==> config.mk <==
export PLATFORM = sky130hd
export DESIGN_NAME = ffpa_ctrl
export DESIGN_NICKNAME = d
export VERILOG_FILES = /design/src/rtl/ffpa_pkg.sv /design/src/rtl/ffpa_ctrl.sv
export SDC_FILE = /design/constraint.sdc
export NUM_CORES = 1
export LEC_CHECK = 0
export BUFFER_PORTS_ARGS = -buffer_cell sky130_fd_sc_hd__buf_2
export CAP_MARGIN = 20
export CORE_AREA = 2 2 39 41
export DETAILED_ROUTE_END_ITERATION = 8
export DIE_AREA = 0 0 41 43
export GPL_ROUTABILITY_DRIVEN = 0
export PLACE_DENSITY = 0.61
export SLEW_MARGIN = 20
export SYNTH_ARGS = -nofsm -noshare
export SYNTH_HDL_FRONTEND = slang
export SYNTH_SLANG_ARGS = --single-unit
==> constraint.sdc <==
create_clock -name i_clk -period 1.05 [get_ports i_clk]
set_input_delay 0.105 -clock i_clk [delete_from_list [all_inputs] [get_ports i_clk]]
set_output_delay 0.105 -clock i_clk [all_outputs]
set_load 0.02 [all_outputs]
==> src/rtl/ffpa_pkg.sv <==
// ffpa_pkg: shared widths, codes and controller/datapath signal bundles
// for the first-fit page run allocator. No dependencies.

package ffpa_pkg;

    localparam int ADDR_W    = 29;
    localparam int COUNT_W   = 18;
    localparam int WORD_BITS = 32;
    localparam int WORD_SH   = 5;

    localparam int DEF_FRAME_COUNT     = 131072;
    localparam int DEF_RESERVED_FRAMES = 1133;
    localparam int DEF_PAGE_BYTES      = 4096;

    localparam logic ACT_ALLOC = 1'b0;
    localparam logic ACT_FREE  = 1'b1;

    typedef struct packed {
        logic load;
        logic init_wr;
        logic scan_init;
        logic rd;
        logic flush;
        logic scan_eval;
        logic mark_begin;
        logic mark_wr;
        logic resp_load;
    } t_cmd;

    typedef struct packed {
        logic init_last;
        logic is_alloc;
        logic skip;
        logic addr_end;
        logic hit;
        logic scan_miss;
        logic mark_more;
        logic p1_busy;
        logic out_busy;
    } t_sts;

endpackage

==> src/rtl/ffpa_ctrl.sv <==
// ffpa_ctrl: sequencing state machine of the allocator
// depends on ffpa_pkg (t_cmd, t_sts)

module ffpa_ctrl (
    input  logic             i_clk,
    input  logic             i_rst_n,
    input  logic             i_req_valid,
    output logic             o_req_ready,
    input  ffpa_pkg::t_sts   i_sts,
    output ffpa_pkg::t_cmd   o_cmd
);

    typedef enum logic [2:0] {
        S_INIT,
        S_IDLE,
        S_DISP,
        S_SCAN,
        S_MSET,
        S_MARK,
        S_RESP
    } t_state;

    t_state r_state;
    t_state n_state;

    assign o_req_ready = (r_state == S_IDLE);

    always_comb begin
        n_state = r_state;
        o_cmd   = '0;
        case (r_state)
            S_INIT: begin
                o_cmd.init_wr = 1'b1;
                if (i_sts.init_last) begin
                    n_state = S_IDLE;
                end
            end
            S_IDLE: begin
                if (i_req_valid) begin
                    o_cmd.load = 1'b1;
                    n_state    = S_DISP;
                end
            end
            S_DISP: begin
                o_cmd.flush = 1'b1;
                if (i_sts.skip) begin
                    n_state = S_RESP;
                end else if (i_sts.is_alloc) begin
                    o_cmd.scan_init = 1'b1;
                    n_state         = S_SCAN;
                end else begin
                    n_state = S_MSET;
                end
            end
            S_SCAN: begin
                o_cmd.scan_eval = 1'b1;
                if (i_sts.hit) begin
                    o_cmd.flush = 1'b1;
                    n_state     = S_MSET;
                end else if (i_sts.scan_miss) begin
                    o_cmd.flush = 1'b1;
                    n_state     = S_RESP;
                end else begin
                    o_cmd.rd = !i_sts.addr_end;
                end
            end
            S_MSET: begin
                o_cmd.mark_begin = 1'b1;
                n_state          = S_MARK;
            end
            S_MARK: begin
                o_cmd.mark_wr = 1'b1;
                o_cmd.rd      = i_sts.mark_more;
                if (!i_sts.mark_more && !i_sts.p1_busy) begin
                    n_state = S_RESP;
                end
            end
            S_RESP: begin
                if (!i_sts.out_busy) begin
                    o_cmd.resp_load = 1'b1;
                    n_state         = S_IDLE;
                end
            end
            default: begin
                n_state = S_IDLE;
            end
        endcase
    end

    always_ff @(posedge i_clk) begin
        if (!i_rst_n) begin
            r_state <= S_INIT;
        end else begin
            r_state <= n_state;
        end
    end

endmodule

==> flow_summary.toml, run 1 <==
[run_status]
status = "finished, violations left"
violations = "setup timing"

[logic_synthesis]
ys_seq_area_frac = 0.185
synthCells = 47
synth.net_count = 59
synthFlopType = "dfxtp_1"
synth_area_leaders = "dfxtp_1 19%, buf_6 6.9%, nand2_1 6.9%, nor4_4 6.6%, nor3_1 6.2%"
ys_types = 23
synth.ff_latch_count = 3
synth_area_um2 = 324
synth_top_area_share = 0.185
synthTopCellsByCount = "6 x nand2_1, 5 x nor2_1, 4 x nor3_1"
ys_warn_count = 0
avgSynthCellArea_um2 = 6.89
synth_area_leader_cell = "dfxtp_1"
yosysMostFrequentCell = "nand2_1"
async_flop_share = 0
synth_edf_count = 0

[clock_tree]
clockRootBuffer = "clkbuf_4"
cts_tree = "yes"
cts_buffer_depth = 2
clkTransAtPathRegs_ns = 0.04
clock_latency_ns = 0.24
htree_levels = 1
numClockSinks = 3
postCtsHoldBufs = 0
cts_buffers = 3

[final_layout]
final_layout_size_suffix_gt1_frac = 0.794
reg_top3 = "r_state x3"
final_nets = 110
utilization = 0.637
largest_register_ffs = 3
nFillCells = 111
fin_area_um2 = 882
antenna_cells = 0
top_register = "r_state"
synthToLayoutAreaGrowth_pct = 172

[timing]
max_freq_mhz = 765
timing.final.crit_share = 1.25
slew_violations = 0
slew-limit-headroom = 0.841
tightest_slew_ns = 0.236
min_period_ns = 1.31
setup_viol_count_final = 13
worst_slack_ns = -0.258
rsz0062_at_grt = "yes"
fin_skew_ns = 0.0101
hold_viol = 0

[die]
die_x_um = 41
rows = 14
design.core.area_um2 = 1380
fp.dieArea_um2 = 1760
fp.dieH_um = 43
io_pins = 22
initial_core_util = 0.234

[pwr]
p_int_w = 0.00137
vdd_drop_max_v = 0.00105
p_sw_w = 0.000960
p_clk_frac = 0.090
p_comb_frac = 0.777
seqPwrFrac = 0.133
leakage_nw = 0.411
swShare = 0.412
powerDensity_nw_per_um2 = 2640

[drt]
final_antenna_net_count = 0
drtIter0Drc = 13
vias_per_cell = 4.72
wirelength_mm = 1.40
vias = 533
drc_errors = 0
wire_per_inst_um = 12.3
dr.pass1.iters = 4

[global_route]
grt_use_total = 0.171
grt_max_degree = 8
grt_pass1_vias = 505
grt_pass1_wl_mm = 2.08
grt_overflow_total = 0
antenna_found_initial = 0

[place]
placed_cell_area_um2 = 559
io_buffer_count = 21
post-dp-hpwl_um = 756

[critical_path]
path_max_fanout = 7
ff2ff_path_depth = 5
crit_type = "reg -> out"
critPathArrivalTime_ns = 1.20
critPathLaunchType = "flip-flop"
required_ns = 0.94
worstSetupEndpointType = "output port"

[hold_path]
min_path_type = "in -> reg"
hold_depth = 3

[job]
max_cap_viol_count = 0
[placed cells by master, fill, tap and decap left out, types with 2 or more instances in the layout]
cell / netlist / final
inv_1: 3 / 2
buf_6: 2 / 15
nor4_4: 1 / 3
o21ai_1: 1 / 2
buf_2: 1 / 11
clkbuf_4: 0 / 3
nor2_1: 5 / 3
a21oi_2: 1 / 3
dfxtp_4: 0 / 3
a31oi_1: 2 / 2
nand2_1: 6 / 4
buf_4: 0 / 22
nor3_2: 0 / 3
[final timing paths]
| path | start | to | slack [ns] |
|---|---|---|---|
| worst min-delay path | i_rst_n | r_state[0] | 0.08 |
| worst max-delay path | r_state[1] | o_cmd[8] | -0.26 |
| worst min register to register | r_state[1] | r_state[0] | 0.68 |
| worst max register to register | r_state[2] | r_state[1] | -0.24 |
[through the flow]
step | cells | setup WS (ns) | total power [W] | hold slack (ns) | setup TNS (ns)
3_5_place_dp | 94 | -0.208 | 0.00128 | 0.338 | -1.14
5_1_grt | 113 | -0.350 | 0.00247 | 0.104 | -3.12
4_1_cts | 109 | -0.301 | 0.00208 | 0.0855 | -2.48
6_report | 113 | -0.258 | 0.00233 | 0.0819 | -2.53
2_1_floorplan | 47 | -0.0745 | 0.000924 | 0.214 | -0.345
3_3_place_gp | 94 | -0.164 | 0.00127 | 0.345 | -0.912
[worst max-delay path, cell delays in order, from the launching register on]
cell and delay [ns]:
dfxtp_4 0.38, buf_6 0.13, nor3_4 0.19, and2_4 0.16
buf_6 0.10
[repair_timing]
item | in CTS | in global routing
hold endpoints to repair | 0 | 0
endpoints found under the setup margin | 13 | 13
setup buffers | 11 | 4
gates resized for setup | 33 | 15
pin swaps | 10 | 5
[power by group through the flow]
| stage | combinational [W] | clock [W] | sequential [W] |
|---|---|---|---|
| after floorplan | 0.000701 | 0 | 0.000223 |
| after global placement | 0.000967 | 0 | 0.000306 |
| after detailed placement | 0.000970 | 0 | 0.000309 |
| after CTS | 0.00157 | 0.000211 | 0.000299 |
| after global routing | 0.00193 | 0.000218 | 0.000318 |
| final | 0.00181 | 0.000211 | 0.000310 |
[logic make-up after synthesis]
| group | synth area share |
|---|---|
| AO/OA/AOI/OAI | 0.263 |
| AND/OR/NAND/NOR | 0.421 |
| buffers and inverters | 0.131 |
| flip-flops | 0.185 |
[metal layers]
layer,track usage,vias to the layer above,share of wire
li1,-,265,-
met1,0.201,244,0.37
met2,0.309,20,0.58
met3,0,4,0.036
met4,0.0600,0,0.011
met5,0,-,0
[cell type report]
cell class,instances,area [um2],share of cell area
Multi-Input combinational cell,37,333,0.377
Inverter,4,22.5,0.0255
Clock buffer,4,26.3,0.0298
Timing Repair Buffer,49,409,0.464
Sequential cell,3,71.3,0.0809
Tap cell,16,20.0,0.0227
Note: power is estimated with default switching activity, not from simulation.
==> run 2, diff against run 1 <==
--- a/config.mk
+++ b/config.mk
@@ -5,13 +5,14 @@
 export SDC_FILE = /design/constraint.sdc
 export NUM_CORES = 1
 export LEC_CHECK = 0
+export ABC_AREA = 1
 export BUFFER_PORTS_ARGS = -buffer_cell sky130_fd_sc_hd__buf_2
 export CAP_MARGIN = 20
 export CORE_AREA = 2 2 39 41
 export DETAILED_ROUTE_END_ITERATION = 8
 export DIE_AREA = 0 0 41 43
 export GPL_ROUTABILITY_DRIVEN = 0
-export PLACE_DENSITY = 0.61
+export PLACE_DENSITY = 0.63
 export SLEW_MARGIN = 20
 export SYNTH_ARGS = -nofsm -noshare
 export SYNTH_HDL_FRONTEND = slang
==> flow_summary.toml, run 2 <==
[run_status]
status = "finished, violations left"
violations = "setup timing"

[global_route]
use_met1 = 0.138
use_met3 = 0.0157
use_met2 = 0.213
antenna_found_initial = 0
grt_use_total = 0.130
grt_busiest_layer = "met2"
grt_overflow_total = 0
grt_pass1_vias = 429
grt_pass1_wl_mm = 1.52
grt_max_degree = 8

[critical_path]
crit_type = "reg -> out"
critPathArrivalTime_ns = 1.16
cp-endpoint = "o_cmd[2]"
startpoint = "r_state[1]"
required_ns = 0.94
ff2ff_path_depth = 10
worstSetupEndpointType = "output port"
path_max_fanout = 6
r2r_slack_ns = -0.14
critPathLaunchType = "flip-flop"
rr_startpoint = "r_state[1]"
rr_endpoint = "r_state[1]"

[die]
io_pins = 22
die_x_um = 41
fp.dieArea_um2 = 1760
initial_core_util = 0.254
fp.dieH_um = 43
rows = 14
design.core.area_um2 = 1380

[place]
io_buffer_count = 21
placed_cell_area_um2 = 532
post-dp-hpwl_um = 772

[logic_synthesis]
synth_area_leaders = "dfxtp_1 17%, nand2_1 11%, inv_1 8.5%, nor2_1 8.5%, nand3_1 7.1%"
ys_seq_area_frac = 0.171
synthAdderAreaFrac = 0
synth_top_area_share = 0.171
synth.ff_latch_count = 3
synth_area_um2 = 352
async_flop_share = 0
yosysMostFrequentCell = "nand2_1"
synth_area_leader_cell = "dfxtp_1"
synth_xor_area_frac = 0
ys_warn_count = 0
synth_mux_area_frac = 0
synthCells = 60
avgSynthCellArea_um2 = 5.86
synth_edf_count = 0
ys_types = 19
synth.net_count = 72
synth-simple-area-share = 0.591
synth_compound_area_frac = 0.0996
synthFlopType = "dfxtp_1"
synthTopCellsByCount = "10 x nand2_1, 8 x inv_1, 8 x nor2_1"
synth_top_family_by_area = "simple AND/OR/NAND/NOR gates"

[drt]
drtIter0Drc = 21
dr.pass1.iters = 4
vias_per_cell = 4.58
vias = 499
wirelength_mm = 1.02
final_antenna_net_count = 0
wire_per_inst_um = 9.33
drc_errors = 0

[timing]
slew-limit-headroom = 0.875
max_freq_mhz = 791
min_period_ns = 1.26
rsz0062_at_grt = "yes"
fin_skew_ns = 0.00630
slew_violations = 0
timing.final.crit_share = 1.20
tightest_slew_ns = 0.186
hold_viol = 0
worst_slack_ns = -0.214
setup_viol_count_final = 13

[clock_tree]
numClockSinks = 3
cts_tree = "yes"
postCtsHoldBufs = 0
cts_buffers = 3
clockRootBuffer = "clkbuf_4"
clock_latency_ns = 0.24
cts_buffer_depth = 2
clkTransAtPathRegs_ns = 0.04
htree_levels = 1

[final_layout]
utilization = 0.483
final_nets = 106
fin_area_um2 = 668
layout_common_cells = "13 x buf_4, 12 x buf_2, 7 x inv_1, 7 x nand2_1, 6 x nor2_1"
top_register = "r_state"
layout_commonest_cell = "buf_4"
final_layout_size_suffix_gt1_frac = 0.634
reg_top3 = "r_state x3"
antenna_cells = 0
nFillCells = 141
synthToLayoutAreaGrowth_pct = 90.0
largest_register_ffs = 3

[pwr]
powerDensity_nw_per_um2 = 2470
vdd_drop_max_v = 0.00109
leakage_nw = 0.362

[job]
max_cap_viol_count = 0

[hold_path]
min_path_type = "in -> reg"
run 2: repair_timing:
item                                    CTS  global route
setup buffers                             3             1
endpoints found under the setup margin   13            13
pin swaps                                 7             3
gates resized for setup                  22             7
run 2: layout make-up:
type                            instances  area, um2  share of cell area
Tap cell                               16       20.0              0.0300
Clock buffer                            4       26.3              0.0393
Sequential cell                         3       68.8               0.103
Timing Repair Buffer                   30        214               0.320
Multi-Input combinational cell         46        297               0.444
Inverter                               10       42.5              0.0637
run 2: how the worst min path moves through the flow:
stage | from | end | slack [ns] | cells past startpoint
floorplan | i_rst_n | r_state[2] | 0.22 | 2
global placement | i_rst_n | r_state[2] | 0.36 | 3
detailed placement | i_rst_n | r_state[2] | 0.36 | 3
CTS | i_rst_n | r_state[2] | 0.11 | 3
global route | i_rst_n | r_state[2] | 0.12 | 3
finish | i_rst_n | r_state[2] | 0.11 | 3
run 2: metrics by stage:
step                hold WS [ns]  worst slack (ns)  cells  power (W)  TNS, ns
finish                     0.114            -0.214    109    0.00165    -2.02
global route               0.124            -0.274    109    0.00177    -2.81
CTS                        0.110            -0.218    108    0.00158    -1.92
detailed placement         0.363           -0.0952    102    0.00117   -0.242
global placement           0.362           -0.0702    102    0.00117   -0.194
floorplan                  0.223            -0.102     60   0.000894   -0.260
run 2: power by group:
| group | internal, W | leakage (nW) | switching (W) |
|---|---|---|---|
| Clock | 0.000143 | 0.0150 | 0.0000696 |
| Combinational | 0.000528 | 0.321 | 0.000647 |
| Sequential | 0.000183 | 0.0264 | 0.0000782 |
| Total | 0.000854 | 0.362 | 0.000795 |
run 2: kinds of logic after synthesis:
group / after synthesis
AO/OA/AOI/OAI: 6
flip-flops: 3
AND/OR/NAND/NOR: 40
buffers and inverters: 11
run 2: routing by layer:
metal | share of wire | up-vias
li1 | - | 261
met1 | 0.41 | 208
met2 | 0.48 | 26
met3 | 0.081 | 4
met4 | 0.021 | 0
met5 | 0 | -
run 2: worst max-delay path, cell delays in order, from the launching register on:
cell and delay, ns:
dfxtp_2 0.31, buf_4 0.15, nor2_2 0.12, inv_1 0.08, nor2_1 0.09, buf_4 0.15
==> run 3, diff against run 2 <==
--- a/config.mk
+++ b/config.mk
@@ -12,7 +12,7 @@
 export DETAILED_ROUTE_END_ITERATION = 8
 export DIE_AREA = 0 0 41 43
 export GPL_ROUTABILITY_DRIVEN = 0
-export PLACE_DENSITY = 0.63
+export PLACE_DENSITY = 0.61
 export SLEW_MARGIN = 20
 export SYNTH_ARGS = -nofsm -noshare
 export SYNTH_HDL_FRONTEND = slang
==> constraint.sdc (replaced) <==
create_clock -name i_clk -period 1.6 [get_ports i_clk]
set_input_delay 0.16 -clock i_clk [delete_from_list [all_inputs] [get_ports i_clk]]
set_output_delay 0.16 -clock i_clk [all_outputs]
set_load 0.02 [all_outputs]
==> flow_summary.toml, run 3 (synthesized netlist as in run 2, its figures left out) <==
[place]
io_buffer_count = 21
place_ws_ns = 0.348
post-dp-hpwl_um = 726

[drt]
vias_per_cell = 4.35
vias = 435
wire_per_inst_um = 8.57
final_antenna_net_count = 0
drtIter0Drc = 19
wirelength_um = 857
drc_errors = 0
dr.pass1.iters = 5

[critical_path]
critPathLaunchType = "flip-flop"
worstSetupEndpointType = "output port"
path_max_fanout = 6
critPathArrivalTime_ns = 1.26
crit_type = "reg -> out"
required_ns = 1.44

[clock_tree]
numClockSinks = 3
clockRootBuffer = "clkbuf_4"
cts_tree = "yes"
cts_setup_buffers = 0
clkTransAtPathRegs_ns = 0.04
post_cts_resized = 0
htree_levels = 1
cts_buffer_depth = 2
cts_buffers = 3
postCtsHoldBufs = 0
clock_latency_ns = 0.23

[global_route]
grt_max_degree = 11
grt_pass1_vias = 373
grt_use_total = 0.111
grt_overflow_total = 0
antenna_found_initial = 0
grt_pass1_wl_mm = 1.33

[pwr]
vdd_drop_max_v = 0.000527
leakage_nw = 0.290
p_total_w = 0.000798
powerDensity_nw_per_um2 = 1620

[die]
fp.dieArea_um2 = 1760
io_pins = 22
initial_core_util = 0.254
die_x_um = 41
design.core.area_um2 = 1380
rows = 14
fp.dieH_um = 43

[run_status]
status = "finished clean"

[timing]
timing.final.crit_share = 0.888
slew-limit-headroom = 0.853
finalSetupTns_ns = 0
max_freq_mhz = 704
rsz0062_at_grt = "no"
tightest_slew_ns = 0.221
setup_viol_count_final = 0
worst_slack_ns = 0.179
min_period_ns = 1.42
slew_violations = 0
hold_viol = 0
fin_skew_ns = 0.00219

[job]
max_cap_viol_count = 0

[hold_path]
min_path_type = "in -> reg"

[final_layout]
utilization = 0.356
largest_register_ffs = 3
layout_commonest_cell = "buf_2"
reg_top3 = "r_state x3"
top_register = "r_state"
multiInputGateArea_um2 = 243
final_layout_size_suffix_gt1_frac = 0.452
antenna_cells = 0
final_nets = 97
nFillCells = 158
synthToLayoutAreaGrowth_pct = 40.2
layout_common_cells = "21 x buf_2, 10 x nand2_1, 8 x inv_1, 8 x nor2_1, 5 x nand3_1"
register_area_um2 = 61.3
[run 3: cell type report]
type | count | area share
Clock buffer | 4 | 0.0533
Inverter | 10 | 0.0761
Multi-Input combinational cell | 46 | 0.492
Sequential cell | 3 | 0.124
Tap cell | 16 | 0.0406
Timing Repair Buffer | 21 | 0.213
[run 3: layer usage]
layer | vias up | part of all wire | GRT usage
li1 | 242 | - | -
met3 | 0 | 0.069 | 0.0471
met5 | - | 0 | 0
met1 | 175 | 0.48 | 0.128
met4 | 0 | 0 | 0.0600
met2 | 18 | 0.45 | 0.166
[run 3: final timing paths]
kind | start | endpoint | slack (ns) | cells past startpoint
min reg2reg | r_state[1] | r_state[1] | 0.59 | 2
min | i_rst_n | r_state[2] | 0.19 | 3
max | r_state[0] | o_cmd[5] | 0.18 | 5
max reg2reg | r_state[2] | r_state[1] | 0.35 | 7
[run 3: worst max-delay path, cell delays in order (launching register included)]
cell	delay, ns
dfxtp_1	0.42
nand2_1	0.09
nor2_2	0.12
nand2_2	0.08
o21ai_0	0.14
buf_2	0.18
[run 3: per-stage QoR]
step	instances	instance area (um2)	hold slack, ns
2_1_floorplan	60	352	0.286
3_3_place_gp	96	465	0.419
3_5_place_dp	96	465	0.429
4_1_cts	100	492	0.185
5_1_grt	100	493	0.196
6_report	100	493	0.194
[run 3: where the power goes]
part	internal, W	leakage, nW	total (W)	switching (W)
clock network	0.0000932	0.0150	0.000129	0.0000357
logic	0.000178	0.250	0.000507	0.000328
registers	0.000108	0.0253	0.000162	0.0000546
